===== config.mk =====
export PLATFORM = sky130hd
export DESIGN_NAME = id_hash_to_hls_color_top
export DESIGN_NICKNAME = d
export VERILOG_FILES = /design/src/rtl/idhc_pkg.sv /design/src/rtl/idhc_crc.sv /design/src/rtl/idhc_div.sv /design/src/rtl/idhc_mac.sv /design/src/rtl/id_hash_to_hls_color_top.sv
export VERILOG_INCLUDE_DIRS = /design/src /design/src/rtl
export SDC_FILE = /design/constraint.sdc
export NUM_CORES = 2
export LEC_CHECK = 0
export BUFFER_PORTS_ARGS = -buffer_cell sky130_fd_sc_hd__buf_2
export CORE_MARGIN = 2
export CORE_UTILIZATION = 50
export CTS_BUF_LIST = sky130_fd_sc_hd__clkbuf_16
export DETAILED_ROUTE_END_ITERATION = 8
export PLACE_DENSITY = 0.67
export SLEW_MARGIN = 40
export SYNTH_ARGS = -nofsm -noshare
export SYNTH_HDL_FRONTEND = slang
export SYNTH_SLANG_ARGS = --single-unit

===== constraint.sdc =====
create_clock -name clk -period 12.9 [get_ports clk]
set_input_delay 1.935 -clock clk [delete_from_list [all_inputs] [get_ports clk]]
set_output_delay 1.935 -clock clk [all_outputs]
set_load 0.005 [all_outputs]

===== src/rtl/id_hash_to_hls_color_top_defines.svh =====
// Assertion macros for the identifier hash to color block.
`ifndef ID_HASH_TO_HLS_COLOR_TOP_DEFINES_SVH
`define ID_HASH_TO_HLS_COLOR_TOP_DEFINES_SVH

// Same-cycle implication, sampled on clk, off while rst_n is low.
`define IDHC_ASSERT_NOW(lbl, ante, cons, msg) \
  lbl: assert property (@(posedge clk) disable iff (!rst_n) (ante) |-> (cons)) \
    else $error(msg);

// Next-cycle implication, sampled on clk, off while rst_n is low.
`define IDHC_ASSERT_NEXT(lbl, ante, cons, msg) \
  lbl: assert property (@(posedge clk) disable iff (!rst_n) (ante) |=> (cons)) \
    else $error(msg);

`endif


===== src/rtl/idhc_pkg.sv =====
// Shared types, constants and functions of the identifier hash to color block.
package idhc_pkg;

  localparam int FRAC_BITS_DEF = 16;

  localparam int NUM_REGS   = 6;
  localparam int REG_ADDR_W = 5;
  localparam int REG_IDX_W  = REG_ADDR_W - 2;

  localparam logic [REG_IDX_W-1:0] REG_HUE_CENTER = 3'd0;
  localparam logic [REG_IDX_W-1:0] REG_HUE_SPAN   = 3'd1;
  localparam logic [REG_IDX_W-1:0] REG_SAT_MIN    = 3'd2;
  localparam logic [REG_IDX_W-1:0] REG_SAT_MAX    = 3'd3;
  localparam logic [REG_IDX_W-1:0] REG_LIGHT_MIN  = 3'd4;
  localparam logic [REG_IDX_W-1:0] REG_LIGHT_MAX  = 3'd5;

  localparam logic [15:0] REG_RESET [NUM_REGS] = '{
    16'd45875, 16'd11796, 16'd36045, 16'd55706, 16'd40632, 16'd49807
  };

  localparam logic [31:0] CRC_POLY = 32'hEDB8_8320;
  localparam logic [31:0] CRC_INIT = 32'hFFFF_FFFF;

  // hash fields: hue offset 12 bits, saturation and lightness 10 bits each
  localparam int HB_W = 12;
  localparam int SL_W = 10;

  typedef enum logic [3:0] {
    S_IDLE,
    S_DIV_H,
    S_DIV_S,
    S_DIV_L,
    S_MUL_H,
    S_LERP_S0,
    S_LERP_S1,
    S_LERP_L0,
    S_LERP_L1,
    S_SET_L,
    S_PROD_LS,
    S_SET_Q,
    S_SET_P,
    S_CH_PREP,
    S_CH_MUL,
    S_CH_RES
  } seq_state_t;

  typedef enum logic [1:0] {
    RGN_UP,
    RGN_TOP,
    RGN_DOWN,
    RGN_LOW
  } ramp_t;

  typedef struct packed {
    logic start;
    logic hue;
  } div_ctl_t;

  typedef struct packed {
    logic done;
  } div_sts_t;

  typedef struct packed {
    logic en;
    logic accum;
  } mac_ctl_t;

  function automatic logic [31:0] crc_byte(input logic [31:0] c, input logic [7:0] b);
    logic [31:0] v;
    v = c ^ {24'd0, b};
    for (int k = 0; k < 8; k++) begin
      v = v[0] ? (CRC_POLY ^ (v >> 1)) : (v >> 1);
    end
    return v;
  endfunction

endpackage


===== src/rtl/idhc_crc.sv =====
// Running CRC-32 register, one byte per transfer, restarts after the last byte.
module idhc_crc import idhc_pkg::*; (
  input  logic        clk,
  input  logic        rst_n,
  input  logic        upd,
  input  logic        last,
  input  logic [7:0]  data,
  output logic [31:0] hash
);

  logic [31:0] crc_r;
  logic [31:0] crc_nxt;
  logic [31:0] crc_upd;

  assign crc_upd = crc_byte(crc_r, data);
  assign hash    = crc_upd ^ CRC_INIT;

  always_comb begin
    crc_nxt = crc_r;
    if (upd) begin
      crc_nxt = last ? CRC_INIT : crc_upd;
    end
  end

  always_ff @(posedge clk) begin
    if (!rst_n) begin
      crc_r <= CRC_INIT;
    end else begin
      crc_r <= crc_nxt;
    end
  end

endmodule


===== src/rtl/idhc_div.sv =====
// Rounded division of a hash field by 4095 or 1023, result ready in the cycle after start.
module idhc_div import idhc_pkg::*; #(
  parameter int FRAC_BITS = FRAC_BITS_DEF
) (
  input  logic               clk,
  input  logic               rst_n,
  input  div_ctl_t           ctl,
  input  logic [HB_W-1:0]    field,
  output div_sts_t           sts,
  output logic [FRAC_BITS:0] quot
);

  // v / (2^k - 1) is the k-bit field repeated after the binary point
  localparam int HREP = (FRAC_BITS + HB_W) / HB_W;
  localparam int SREP = (FRAC_BITS + SL_W) / SL_W;

  logic [HREP*HB_W-1:0] hpat;
  logic [SREP*SL_W-1:0] spat;
  logic [FRAC_BITS:0]   head;
  logic [FRAC_BITS+1:0] rnd_sum;
  logic                 done_r, done_nxt;
  logic [FRAC_BITS:0]   quot_r, quot_nxt;

  assign hpat    = {HREP{field}};
  assign spat    = {SREP{field[SL_W-1:0]}};
  assign head    = ctl.hue ? hpat[HREP*HB_W-1 -: FRAC_BITS+1]
                           : spat[SREP*SL_W-1 -: FRAC_BITS+1];
  // round to nearest on the first dropped bit
  assign rnd_sum = {1'b0, head} + (FRAC_BITS+2)'(1);

  always_comb begin
    done_nxt = ctl.start;
    quot_nxt = quot_r;
    if (ctl.start) begin
      quot_nxt = rnd_sum[FRAC_BITS+1:1];
    end
  end

  always_ff @(posedge clk) begin
    if (!rst_n) begin
      done_r <= 1'b0;
    end else begin
      done_r <= done_nxt;
    end
  end

  always_ff @(posedge clk) begin
    quot_r <= quot_nxt;
  end

  assign sts.done = done_r;
  assign quot     = quot_r;

endmodule


===== src/rtl/idhc_mac.sv =====
// Shared multiply-accumulate unit with registered accumulator.
module idhc_mac import idhc_pkg::*; #(
  parameter int FRAC_BITS = FRAC_BITS_DEF
) (
  input  logic                      clk,
  input  mac_ctl_t                  ctl,
  input  logic [FRAC_BITS+2:0]      a,
  input  logic [FRAC_BITS+2:0]      b,
  output logic [2*FRAC_BITS+6:0]    acc
);

  localparam int MW = FRAC_BITS + 3;
  localparam int AW = 2 * MW + 1;

  logic [2*MW-1:0] prod;
  logic [AW-1:0]   acc_r, acc_nxt;

  assign prod = a * b;

  always_comb begin
    acc_nxt = acc_r;
    if (ctl.en) begin
      acc_nxt = (ctl.accum ? acc_r : '0) + AW'(prod);
    end
  end

  always_ff @(posedge clk) begin
    acc_r <= acc_nxt;
  end

  assign acc = acc_r;

endmodule


===== src/rtl/id_hash_to_hls_color_top.sv =====
// Top level: identifier CRC-32 to HLS color, sequencer, registers and output stage.
// Bytes that are not last are taken one per cycle while the sequencer is idle, with no result.
// A last byte starts the color sequence: three divisions plus 18 multiply and
// select steps on one shared MAC unit, after which out_tvalid rises.
// in_tready is low until the sequence ends, and longer while the output register is full.
// Synchronous active-low reset: CRC to all ones, registers to their defaults.
`include "id_hash_to_hls_color_top_defines.svh"

module id_hash_to_hls_color_top import idhc_pkg::*; #(
  parameter int FRAC_BITS = FRAC_BITS_DEF
) (
  input  logic                  clk,
  input  logic                  rst_n,
  input  logic                  cfg_psel,
  input  logic                  cfg_penable,
  input  logic                  cfg_pwrite,
  input  logic [REG_ADDR_W-1:0] cfg_paddr,
  input  logic [31:0]           cfg_pwdata,
  output logic [31:0]           cfg_prdata,
  output logic                  cfg_pready,
  input  logic                  in_tvalid,
  output logic                  in_tready,
  input  logic [7:0]            in_tdata,   // id_byte[7:0]
  input  logic                  in_tlast,   // last_byte
  output logic                  out_tvalid,
  input  logic                  out_tready,
  output logic [79:0]           out_tdata   // red[15:0] green[31:16] blue[47:32] id_hash[79:48]
);

  localparam int MW = FRAC_BITS + 3;
  localparam int AW = 2 * MW + 1;
  localparam longint unsigned UNIT_L = 64'd1 << FRAC_BITS;
  localparam logic [FRAC_BITS:0]   UNIT_V  = {1'b1, {FRAC_BITS{1'b0}}};
  localparam logic [FRAC_BITS-1:0] HALF_V  = {1'b1, {(FRAC_BITS-1){1'b0}}};
  localparam logic [FRAC_BITS-1:0] THIRD_V = FRAC_BITS'((UNIT_L + 64'd1) / 64'd3);
  localparam logic [FRAC_BITS-1:0] SIXTH_V = FRAC_BITS'((UNIT_L + 64'd3) / 64'd6);
  localparam logic [FRAC_BITS-1:0] TT_V    = FRAC_BITS'((64'd2 * UNIT_L + 64'd1) / 64'd3);

  function automatic logic [FRAC_BITS-1:0] frq(input logic [15:0] v);
    logic [FRAC_BITS+15:0] e;
    e = {v, {FRAC_BITS{1'b0}}};
    return e[FRAC_BITS+15:16];
  endfunction

  function automatic logic [15:0] toq(input logic [FRAC_BITS:0] c);
    logic [FRAC_BITS+16:0] e;
    logic [16:0]           v;
    e = {c, 16'd0};
    v = e[FRAC_BITS+16:FRAC_BITS];
    return v[16] ? 16'hFFFF : v[15:0];
  endfunction

  // configuration registers
  logic [15:0]          regs_r [NUM_REGS];
  logic [REG_IDX_W-1:0] cfg_idx;
  logic                 cfg_wr;

  assign cfg_pready = 1'b1;
  assign cfg_idx    = cfg_paddr[REG_ADDR_W-1:2];
  assign cfg_wr     = cfg_psel && cfg_penable && cfg_pwrite && cfg_pready;
  assign cfg_prdata = (cfg_idx < REG_IDX_W'(NUM_REGS)) ? {16'd0, regs_r[cfg_idx]} : 32'd0;

  always_ff @(posedge clk) begin
    if (!rst_n) begin
      for (int i = 0; i < NUM_REGS; i++) begin
        regs_r[i] <= REG_RESET[i];
      end
    end else if (cfg_wr && (cfg_idx < REG_IDX_W'(NUM_REGS))) begin
      regs_r[cfg_idx] <= cfg_pwdata[15:0];
    end
  end

  logic [FRAC_BITS-1:0] center, span, smin, smax, lmin, lmax;
  assign center = frq(regs_r[REG_HUE_CENTER]);
  assign span   = frq(regs_r[REG_HUE_SPAN]);
  assign smin   = frq(regs_r[REG_SAT_MIN]);
  assign smax   = frq(regs_r[REG_SAT_MAX]);
  assign lmin   = frq(regs_r[REG_LIGHT_MIN]);
  assign lmax   = frq(regs_r[REG_LIGHT_MAX]);

  // sequencer and datapath state
  seq_state_t           state_r, state_nxt;
  logic                 out_tvalid_r, out_tvalid_nxt;
  logic [79:0]          out_tdata_r, out_tdata_nxt;
  logic [1:0]           ch_r, ch_nxt;
  logic [31:0]          hash_r, hash_nxt;
  logic [FRAC_BITS:0]   hp_r, hp_nxt, sp_r, sp_nxt, lp_r, lp_nxt;
  logic [FRAC_BITS-1:0] h_r, h_nxt, s_r, s_nxt, l_r, l_nxt;
  logic [FRAC_BITS:0]   q_r, q_nxt, p_r, p_nxt, d_r, d_nxt;
  logic [MW-1:0]        f_r, f_nxt;
  ramp_t                rgn_r, rgn_nxt;
  logic [FRAC_BITS:0]   chan_r [3];
  logic [FRAC_BITS:0]   chan_nxt [3];

  logic                 in_rdy;
  logic                 in_acc;
  logic                 out_free;
  logic [31:0]          crc_hash;
  div_ctl_t             div_ctl;
  div_sts_t             div_sts;
  logic [HB_W-1:0]      div_field;
  logic [FRAC_BITS:0]   div_quot;
  mac_ctl_t             mac_ctl;
  logic [MW-1:0]        mac_a, mac_b;
  logic [AW-1:0]        mac_acc;
  logic [AW-1:0]        rnd_w;
  logic [FRAC_BITS+2:0] rnd_v;
  logic [FRAC_BITS:0]   sp_inv, lp_inv;

  assign in_acc   = in_tvalid && in_rdy;
  assign out_free = !out_tvalid_r || out_tready;
  assign rnd_w    = mac_acc + AW'(HALF_V);
  assign rnd_v    = rnd_w[FRAC_BITS +: FRAC_BITS+3];
  assign sp_inv   = UNIT_V - sp_r;
  assign lp_inv   = UNIT_V - lp_r;

  idhc_crc u_crc (
    .clk   (clk),
    .rst_n (rst_n),
    .upd   (in_acc),
    .last  (in_tlast),
    .data  (in_tdata),
    .hash  (crc_hash)
  );

  idhc_div #(.FRAC_BITS(FRAC_BITS)) u_div (
    .clk   (clk),
    .rst_n (rst_n),
    .ctl   (div_ctl),
    .field (div_field),
    .sts   (div_sts),
    .quot  (div_quot)
  );

  idhc_mac #(.FRAC_BITS(FRAC_BITS)) u_mac (
    .clk (clk),
    .ctl (mac_ctl),
    .a   (mac_a),
    .b   (mac_b),
    .acc (mac_acc)
  );

  // next state
  always_comb begin
    state_nxt = state_r;
    case (state_r)
      S_IDLE:    if (in_acc && in_tlast) state_nxt = S_DIV_H;
      S_DIV_H:   if (div_sts.done) state_nxt = S_DIV_S;
      S_DIV_S:   if (div_sts.done) state_nxt = S_DIV_L;
      S_DIV_L:   if (div_sts.done) state_nxt = S_MUL_H;
      S_MUL_H:   state_nxt = S_LERP_S0;
      S_LERP_S0: state_nxt = S_LERP_S1;
      S_LERP_S1: state_nxt = S_LERP_L0;
      S_LERP_L0: state_nxt = S_LERP_L1;
      S_LERP_L1: state_nxt = S_SET_L;
      S_SET_L:   state_nxt = S_PROD_LS;
      S_PROD_LS: state_nxt = S_SET_Q;
      S_SET_Q:   state_nxt = S_SET_P;
      S_SET_P:   state_nxt = S_CH_PREP;
      S_CH_PREP: state_nxt = S_CH_MUL;
      S_CH_MUL:  state_nxt = S_CH_RES;
      S_CH_RES: begin
        if (ch_r != 2'd2) begin
          state_nxt = S_CH_PREP;
        end else if (out_free) begin
          state_nxt = S_IDLE;
        end
      end
      default:   state_nxt = S_IDLE;
    endcase
  end

  // unit control and operand selection
  always_comb begin
    in_rdy    = 1'b0;
    div_ctl   = '0;
    div_field = '0;
    mac_ctl   = '0;
    mac_a     = '0;
    mac_b     = '0;
    case (state_r)
      S_IDLE: in_rdy = 1'b1;
      S_DIV_H: begin
        div_ctl.start = !div_sts.done;
        div_ctl.hue   = 1'b1;
        div_field     = hash_r[31:20];
      end
      S_DIV_S: begin
        div_ctl.start = !div_sts.done;
        div_field     = HB_W'(hash_r[19:10]);
      end
      S_DIV_L: begin
        div_ctl.start = !div_sts.done;
        div_field     = HB_W'(hash_r[SL_W-1:0]);
      end
      S_MUL_H: begin
        mac_ctl.en = 1'b1;
        mac_a      = MW'(hp_r);
        mac_b      = MW'(span);
      end
      S_LERP_S0: begin
        mac_ctl.en = 1'b1;
        mac_a      = MW'(smin);
        mac_b      = MW'(sp_inv);
      end
      S_LERP_S1: begin
        mac_ctl.en    = 1'b1;
        mac_ctl.accum = 1'b1;
        mac_a         = MW'(smax);
        mac_b         = MW'(sp_r);
      end
      S_LERP_L0: begin
        mac_ctl.en = 1'b1;
        mac_a      = MW'(lmin);
        mac_b      = MW'(lp_inv);
      end
      S_LERP_L1: begin
        mac_ctl.en    = 1'b1;
        mac_ctl.accum = 1'b1;
        mac_a         = MW'(lmax);
        mac_b         = MW'(lp_r);
      end
      S_PROD_LS: begin
        mac_ctl.en = 1'b1;
        mac_a      = MW'(l_r);
        mac_b      = MW'(s_r);
      end
      S_CH_MUL: begin
        mac_ctl.en = 1'b1;
        mac_a      = MW'(d_r);
        mac_b      = f_r;
      end
      default: ;
    endcase
  end

  // datapath next values
  logic [FRAC_BITS-1:0] t_v;
  logic [FRAC_BITS+1:0] q_sum;
  logic [FRAC_BITS:0]   two_l, p_tmp;
  logic [FRAC_BITS+3:0] ramp_v;
  logic [FRAC_BITS:0]   ch_val;

  always_comb begin
    hash_nxt = hash_r;
    hp_nxt   = hp_r;
    sp_nxt   = sp_r;
    lp_nxt   = lp_r;
    h_nxt    = h_r;
    s_nxt    = s_r;
    l_nxt    = l_r;
    q_nxt    = q_r;
    p_nxt    = p_r;
    d_nxt    = d_r;
    f_nxt    = f_r;
    rgn_nxt  = rgn_r;
    ch_nxt   = ch_r;
    for (int i = 0; i < 3; i++) begin
      chan_nxt[i] = chan_r[i];
    end
    out_tvalid_nxt = out_tvalid_r;
    out_tdata_nxt  = out_tdata_r;
    if (out_tready) begin
      out_tvalid_nxt = 1'b0;
    end

    case (ch_r)
      2'd0:    t_v = h_r + THIRD_V;
      2'd2:    t_v = h_r - THIRD_V;
      default: t_v = h_r;
    endcase
    q_sum  = (l_r < HALF_V)
             ? (FRAC_BITS+2)'(l_r) + (FRAC_BITS+2)'(rnd_v)
             : (FRAC_BITS+2)'(l_r) + (FRAC_BITS+2)'(s_r) - (FRAC_BITS+2)'(rnd_v);
    two_l  = {l_r, 1'b0};
    p_tmp  = (two_l > q_r) ? two_l - q_r : '0;
    ramp_v = (FRAC_BITS+4)'(p_r) + (FRAC_BITS+4)'(rnd_v);

    case (rgn_r)
      RGN_UP, RGN_DOWN:
        ch_val = (ramp_v > (FRAC_BITS+4)'(q_r)) ? q_r : ramp_v[FRAC_BITS:0];
      RGN_TOP: ch_val = q_r;
      default: ch_val = p_r;
    endcase

    case (state_r)
      S_IDLE:    if (in_acc && in_tlast) hash_nxt = crc_hash;
      S_DIV_H:   if (div_sts.done) hp_nxt = div_quot;
      S_DIV_S:   if (div_sts.done) sp_nxt = div_quot;
      S_DIV_L:   if (div_sts.done) lp_nxt = div_quot;
      S_LERP_S0: h_nxt = center + rnd_v[FRAC_BITS-1:0] - (span >> 1);
      S_LERP_L0: s_nxt = rnd_v[FRAC_BITS-1:0];
      S_SET_L:   l_nxt = rnd_v[FRAC_BITS-1:0];
      S_SET_Q:   q_nxt = q_sum[FRAC_BITS:0];
      S_SET_P: begin
        p_nxt  = (p_tmp > q_r) ? q_r : p_tmp;
        ch_nxt = 2'd0;
      end
      S_CH_PREP: begin
        d_nxt = q_r - p_r;
        if (t_v < SIXTH_V) begin
          rgn_nxt = RGN_UP;
          f_nxt   = (MW'(t_v) << 2) + (MW'(t_v) << 1);
        end else if (t_v < HALF_V) begin
          rgn_nxt = RGN_TOP;
          f_nxt   = '0;
        end else if (t_v < TT_V) begin
          rgn_nxt = RGN_DOWN;
          f_nxt   = (MW'(TT_V - t_v) << 2) + (MW'(TT_V - t_v) << 1);
        end else begin
          rgn_nxt = RGN_LOW;
          f_nxt   = '0;
        end
      end
      S_CH_RES: begin
        chan_nxt[ch_r] = ch_val;
        if (ch_r != 2'd2) begin
          ch_nxt = ch_r + 2'd1;
        end else if (out_free) begin
          out_tvalid_nxt = 1'b1;
          out_tdata_nxt  = {hash_r, toq(ch_val), toq(chan_r[1]), toq(chan_r[0])};
        end
      end
      default: ;
    endcase
  end

  always_ff @(posedge clk) begin
    if (!rst_n) begin
      state_r      <= S_IDLE;
      out_tvalid_r <= 1'b0;
      ch_r         <= 2'd0;
    end else begin
      state_r      <= state_nxt;
      out_tvalid_r <= out_tvalid_nxt;
      ch_r         <= ch_nxt;
    end
  end

  always_ff @(posedge clk) begin
    out_tdata_r <= out_tdata_nxt;
    hash_r      <= hash_nxt;
    hp_r        <= hp_nxt;
    sp_r        <= sp_nxt;
    lp_r        <= lp_nxt;
    h_r         <= h_nxt;
    s_r         <= s_nxt;
    l_r         <= l_nxt;
    q_r         <= q_nxt;
    p_r         <= p_nxt;
    d_r         <= d_nxt;
    f_r         <= f_nxt;
    rgn_r       <= rgn_nxt;
    for (int i = 0; i < 3; i++) begin
      chan_r[i] <= chan_nxt[i];
    end
  end

  assign in_tready  = in_rdy;
  assign out_tvalid = out_tvalid_r;
  assign out_tdata  = out_tdata_r;

  `IDHC_ASSERT_NOW(a_div_done_in_div, div_sts.done, (state_r == S_DIV_H) || (state_r == S_DIV_S) || (state_r == S_DIV_L), "divider done outside a divide step")
  `IDHC_ASSERT_NEXT(a_last_blocks_input, in_tvalid && in_tready && in_tlast, !in_tready, "input still ready after last byte")
  `IDHC_ASSERT_NEXT(a_out_only_from_seq, (state_r != S_CH_RES) && !out_tvalid_r, !out_tvalid_r, "result valid without finishing the sequence")

endmodule

After elaboration in Yosys (flattened, before gate mapping)
Memories as Yosys holds them, arrays and structs flattened.
Cells that the tools add are included.
{ "totals": {"ramBits": 147, "in_bits": 53, "memories": 2, "regBits": 379} }
{ "memory_table": {"columns": ["memory", "depth", "word_bits", "read_ports", "rd_clocked_by_memory_dff", "write_ports", "line", "source"], "rows": [
  ["regs_r", 6, 16, 7, 0, 6, "id_hash_to_hls_color_top.sv:54", "logic [15:0] regs_r [NUM_REGS];"],
  ["chan_r", 3, 17, 3, 0, 3, "id_hash_to_hls_color_top.sv:92", "logic [FRAC_BITS:0] chan_r [3];"]
]} }
{ "classes": {"n_eq_ne": 25, "bitwise_logic": 12, "magnitude_cmp": 10, "addsub": 19, "n_reduce_logical": 26, "n_mul": 1, "mux": 55} }
{ "op_table": {"columns": ["cell", "n"], "rows": [
  ["two-way mux 32 bit", 9],
  ["case mux 19 bit (7 select lines)", 1],
  ["case mux 17 bit (7 select lines)", 1],
  ["inverter 13 -> 14 bit", 8],
  ["two-way mux 17 bit", 6],
  ["case mux 4 bit (16 select lines)", 1],
  ["two-way mux 19 bit", 3],
  ["bitwise mux 51 bit", 1],
  ["two-way mux 51 bit", 1],
  ["subtractor 17 bit", 3],
  ["< comparator 16 bit (second input constant)", 3],
  ["adder 39 x 38 -> 39 bit", 1],
  ["two-way mux 39 bit", 1],
  ["multiplier 17 x 19 -> 36 bit", 1],
  ["case mux 12 bit (3 select lines)", 1],
  ["adder 35 x 16 -> 35 bit (second input constant)", 1],
  ["demux 17 bit (select 2 bit)", 1],
  ["> comparator 17 bit", 2],
  ["case mux 17 bit (2 select lines)", 1],
  ["subtractor 17 bit (first input constant)", 2],
  ["== test 4 bit (second input constant)", 8],
  ["two-way mux 16 bit", 2],
  ["inverter 32 bit", 1],
  ["case mux 16 bit (2 select lines)", 1],
  ["46 further kinds", 88]
]} }

Depth between registers and ports, before layout
{ "logic_depth": {"depth_word": 18, "mapped_depth": 46, "depth_no_buf": 41} }

Cells and area by module
From an unflattened synthesis, not the netlist that was laid out.
{ "unflattened": {"hier_cells": 4423, "area_unflattened_um2": 45239.6} }
{ "by_module_without_submodules": {"columns": ["mod", "cells_per_inst", "seq_area_each_um2", "n_inst", "area_per_inst_um2"], "rows": [
  ["id_hash_to_hls_color_top", 2494, 12512.0, 1, 27094.7],
  ["idhc_mac", 1627, 1171.1, 1, 14770.4],
  ["idhc_crc", 195, 640.6, 1, 2219.6],
  ["idhc_div", 107, 530.5, 1, 1154.9]
]} }

Worst setup path before layout
No wires, ideal clock.
{ "synth_path": {"kind": "register to register", "from": "register state_r[3]", "to": "register u_mac.acc_r[34] (netlist: u_mac.acc[34]), data pin", "arrival_time_ns": 9.935, "path_buffers": 5, "path_stages_with_launch": 45, "setup_slack_ns": 2.708, "setup_time_ns": 0.258, "path_cell_list": "dfxtp_1 -> buf_4 -> nand4b_2 -> inv_2 -> buf_2 -> clkbuf_1 -> mux2i_1 -> ha_1 -> and3_1 -> clkbuf_1 -> nand3_1 -> xor2_1 -> o211a_1 -> clkbuf_1 -> nor2_1 -> fa_1 -> inv_1 -> fa_1 -> (+9 left out) -> ha_1 -> a21o_1 -> a41o_1 -> a31oi_1 -> o21bai_1 -> a21o_1 -> a21oi_1 -> xnor2_1 -> ha_1 -> nand2_1 -> nor4_1 -> o221ai_1 -> a311oi_1 -> nor2_1 -> o21bai_1 -> nand2b_1 -> a31o_2 -> xnor2_1"} }
{ "synth_via": {"elab_chain_cells": 5, "elab_cells_between_ends": 14, "cone_classes": "1 x add/sub; 1 x mul; 7 x eq/ne; 4 x mux; 1 x reduce/logical"} }
{ "synth_lines": {"columns": ["element", "line", "source"], "rows": [
  ["start, declared", "id_hash_to_hls_color_top.sv:82", "seq_state_t state_r, state_nxt;"],
  ["start signal, assigned", "id_hash_to_hls_color_top.sv:334", "state_r <= state_nxt;"],
  ["parallel branches: the longest is 4 deep, another holds multiplier 17 x 19 -> 36 bit", null, null],
  ["adder 39 x 38 -> 39 bit *", "idhc_mac.sv:23", "acc_nxt = (ctl.accum ? acc_r : '0) + AW'(prod);"],
  ["end signal, assigned", "idhc_mac.sv:28", "acc_r <= acc_nxt;"],
  ["end, declared", "idhc_mac.sv:16", "logic [AW-1:0] acc_r, acc_nxt;"]
]} }
Mark *: on every way between the ends.
A chain may end at the register's enable or synchronous reset.

Final worst setup path
{ "layout_path": {"from": "register state_r[2]", "to": "register u_mac.acc_r[34] (netlist: u_mac.acc[34]), data pin"} }
Same word-level chain as after synthesis.

==> results.md <==
* Fmax achieved at 0.0885 GHz
* Antenna violations before repair at 3
* Crit path launch type: register
* Total gr overflow at 0
* Initial Util at 0.503
* Critical path class: reg -> reg
* Top-area cell type share of the netlist area at 0.326
* Element type at the critical path end: register
* DRC at 3
* Vias in the first global route at 31400
* Total power at 5.30 mW
* First-pass GRT wire length at 189 mm
* Post-synth EDFFs at 464
* CTS root buffer: clkbuf_16
* CTS buffer count at 56
* Clock Pin Slew Worst Setup and Hold Paths at 0.06 ns
* Hold_buf cts at 0
* Crit. Startpoint: state_r[2]
* Final net count at around 5000
* PwrDens at 113 mW/mm2
* Yosys warnings at 0
* Avg WL per Cell at 22.4 um
* Status: complete, but fails checks
* Postcts setup bufs at 0
* Dominant synthesized flop cell: edfxtp_1
* HP Class: reg -> reg
* Slew Viols, Final at 0
* Starting DRT DRC Count at 3405
* Clock sink count at 504
* Routed vias at 32800
* Max-Cap Viols at 0
* Cells after Synth at 4293
* Worst slew pin tran at 0.944 ns
* CP max stage delay at 0.82 ns
* Minimum clock period at 11.30 ns
* CP max-delay cell: dfxtp_1
* Period utilisation layout at 0.876
* DRT Pass-1 Iters at 9
* Max VDD drop at 0.189 mV
* CTS Buffer Depth at 3
* Largest net degree at the start of global routing at 65
* Mean Syn Cell Area at 9.95 um2
* Util after Layout at 0.551
* CTS H-tree depth at 2
* Slew headroom at 0.368
* Final Hold Fails at 0
* Die X-Extent at 296 um
* Post-DP HPWL at 96.6 mm
* WL final at around 130 mm
* Filler instances at 7558
* Largest cells by area after synthesis: edfxtp_1 (33%), fa_1 (14%), ha_1 (10%)
* Die Height at 296 um
* Gr usage total at 0.286
* Worst r2r src: state_r[2]
* CTS tree: yes
* N_diodes at 0
* Failing checks: design-rule violations
* Layout cells sized above 1 at 0.0962
* IO Port Bufs at 132
* Post-route ant nets at 0
* Skew final at 0.0339 ns
* Leakage power at 19.9 nW
* Commonest non-fill, non-tap cell in the layout: inv_1
* Core area at 0.0849 mm2
* Commonest non-fill, non-tap cells in the layout: inv_1 (524), edfxtp_1 (464), nand2_1 (402)
* Post-CTS resize count at 0
* Setup TNS at 0 ns
* Async SR Flop Fraction at 0
* Die area at 0.0878 mm2
* Crit Path Max Fanout at 19
* Num ports at 168
* Syn Std Cell Area at 0.0427 mm2
* P&R area growth vs syn at 9.40%
* Synth unique cells at 87
* RSZ-0062 raised after global routing: false
* Gpl congestion at a little under 1
* PnR worst setup slack at about 1.6 ns
* Seq/Total Area, Yosys at 0.345
* Site Rows at ~110
* CP dominant cell by count: fa_1
* Worst skew pair latency at 0.66 ns
* Largest area contributor in the netlist: edfxtp_1
* Arr. time, crit path at 11.69 ns
* Via density at 5.85
* Critical path data required time at 13.29 ns
* Hold path start: hash_r[2]
* Final setup fails at 0
* Pre-CTS setup slack at 1.59 ns
* Register bit total from synthesis at 504
-- critical path: cells and delay by family, from the launching register on --
| family | cells | cell delay [ns] |
|---|---|---|
| buffers and inverters | 5 | 0.61 |
| adders and majority gates | 8 | 3.75 |
| AOI/OAI and AO/OA | 9 | 2.14 |
| DFF | 1 | 0.82 |
| and+or+nand+nor | 12 | 2.93 |
| xor gates and xnor gates | 3 | 0.36 |
| muxes | 1 | 0.39 |
-- registers in the layout, indices dropped and copies added, names as in the netlist, 4 cells and up --
register and count:
hash_r 32, out_tdata 80, s_r 16, u_mac.acc 35, f_r 18, u_div.quot 17, sp_r 17, d_r 17
state_r 4, q_r 17, u_crc.crc_r 32, chan_r 34, l_r 16, p_r 17, hp_r 17, lp_r 17
regs_r 96, h_r 16
-- layer usage --
layer | track usage | routed length (um) | vias up
met5 | 0 | 0 | -
met4 | 0.123 | 6100 | 0
met3 | 0.0574 | 12400 | 317
met2 | 0.450 | 56300 | 1522
met1 | 0.384 | 50700 | 15800
li1 | - | - | 15200
-- worst paths after layout --
path	to	slack, ns	depth (start not counted)
worst max-delay path	u_mac.acc[34]	1.60	38
worst min-delay path	out_tdata[50]	0.44	0
worst max register to register	u_mac.acc[34]	1.60	38
worst min register to register	out_tdata[50]	0.44	0
-- synthesized netlist by cell type (33+ instances only) --
cell      count
inv_1       522
edfxtp_1    464
nand2_1     407
nor2_1      355
ha_1        343
fa_1        292
xnor2_1     189
a21oi_1     156
o21ai_0     129
clkbuf_1    105
nand3_1     100
xor2_1       97
a21o_1       84
nor2b_1      73
nor3_1       67
o211ai_1     57
and2_1       53
and3_1       50
or2_2        47
a22oi_1      46
o21a_1       46
mux2i_1      42
dfxtp_1      40
nand2b_1     35
or3_1        33
-- cells by family after synthesis --
kind of cell / share of synthesized area
AO/OA/AOI/OAI: 0.127
buffers and inverters: 0.0621
XOR/XNOR: 0.0586
other: 0.000176
flip-flops: 0.345
multiplexers: 0.0199
AND/OR/NAND/NOR: 0.150
adder cells (fa/ha/maj): 0.237
-- power by group --
| part | internal (mW) | switching, mW | leakage [nW] |
|---|---|---|---|
| logic | 0.561 | 0.913 | 14.4 |
| registers | 2.09 | 0.146 | 4.57 |
| clock network | 0.883 | 0.712 | 0.891 |
-- final cells by class --
class | count | area, um2 | area share
multi-input cells | 3126 | 25600 | 0.547
flip-flops and latches | 504 | 14700 | 0.315
inverters | 524 | 1970 | 0.0421
clock inverters | 49 | 427 | 0.00913
well taps | 1144 | 1430 | 0.0306
repair buffers | 202 | 1200 | 0.0257
clock buffers | 56 | 1400 | 0.0300
-- through the flow --
stage	std cells	instance area, um2	hold slack [ns]
final	5605	46700	0.442
after global routing	5605	46700	0.453
after CTS	5601	46700	0.446
after detailed placement	5496	44900	0.432
after global placement	5492	44800	0.427
after floorplan	4308	42800	0.418
Note: power is estimated with default switching activity, not from simulation.
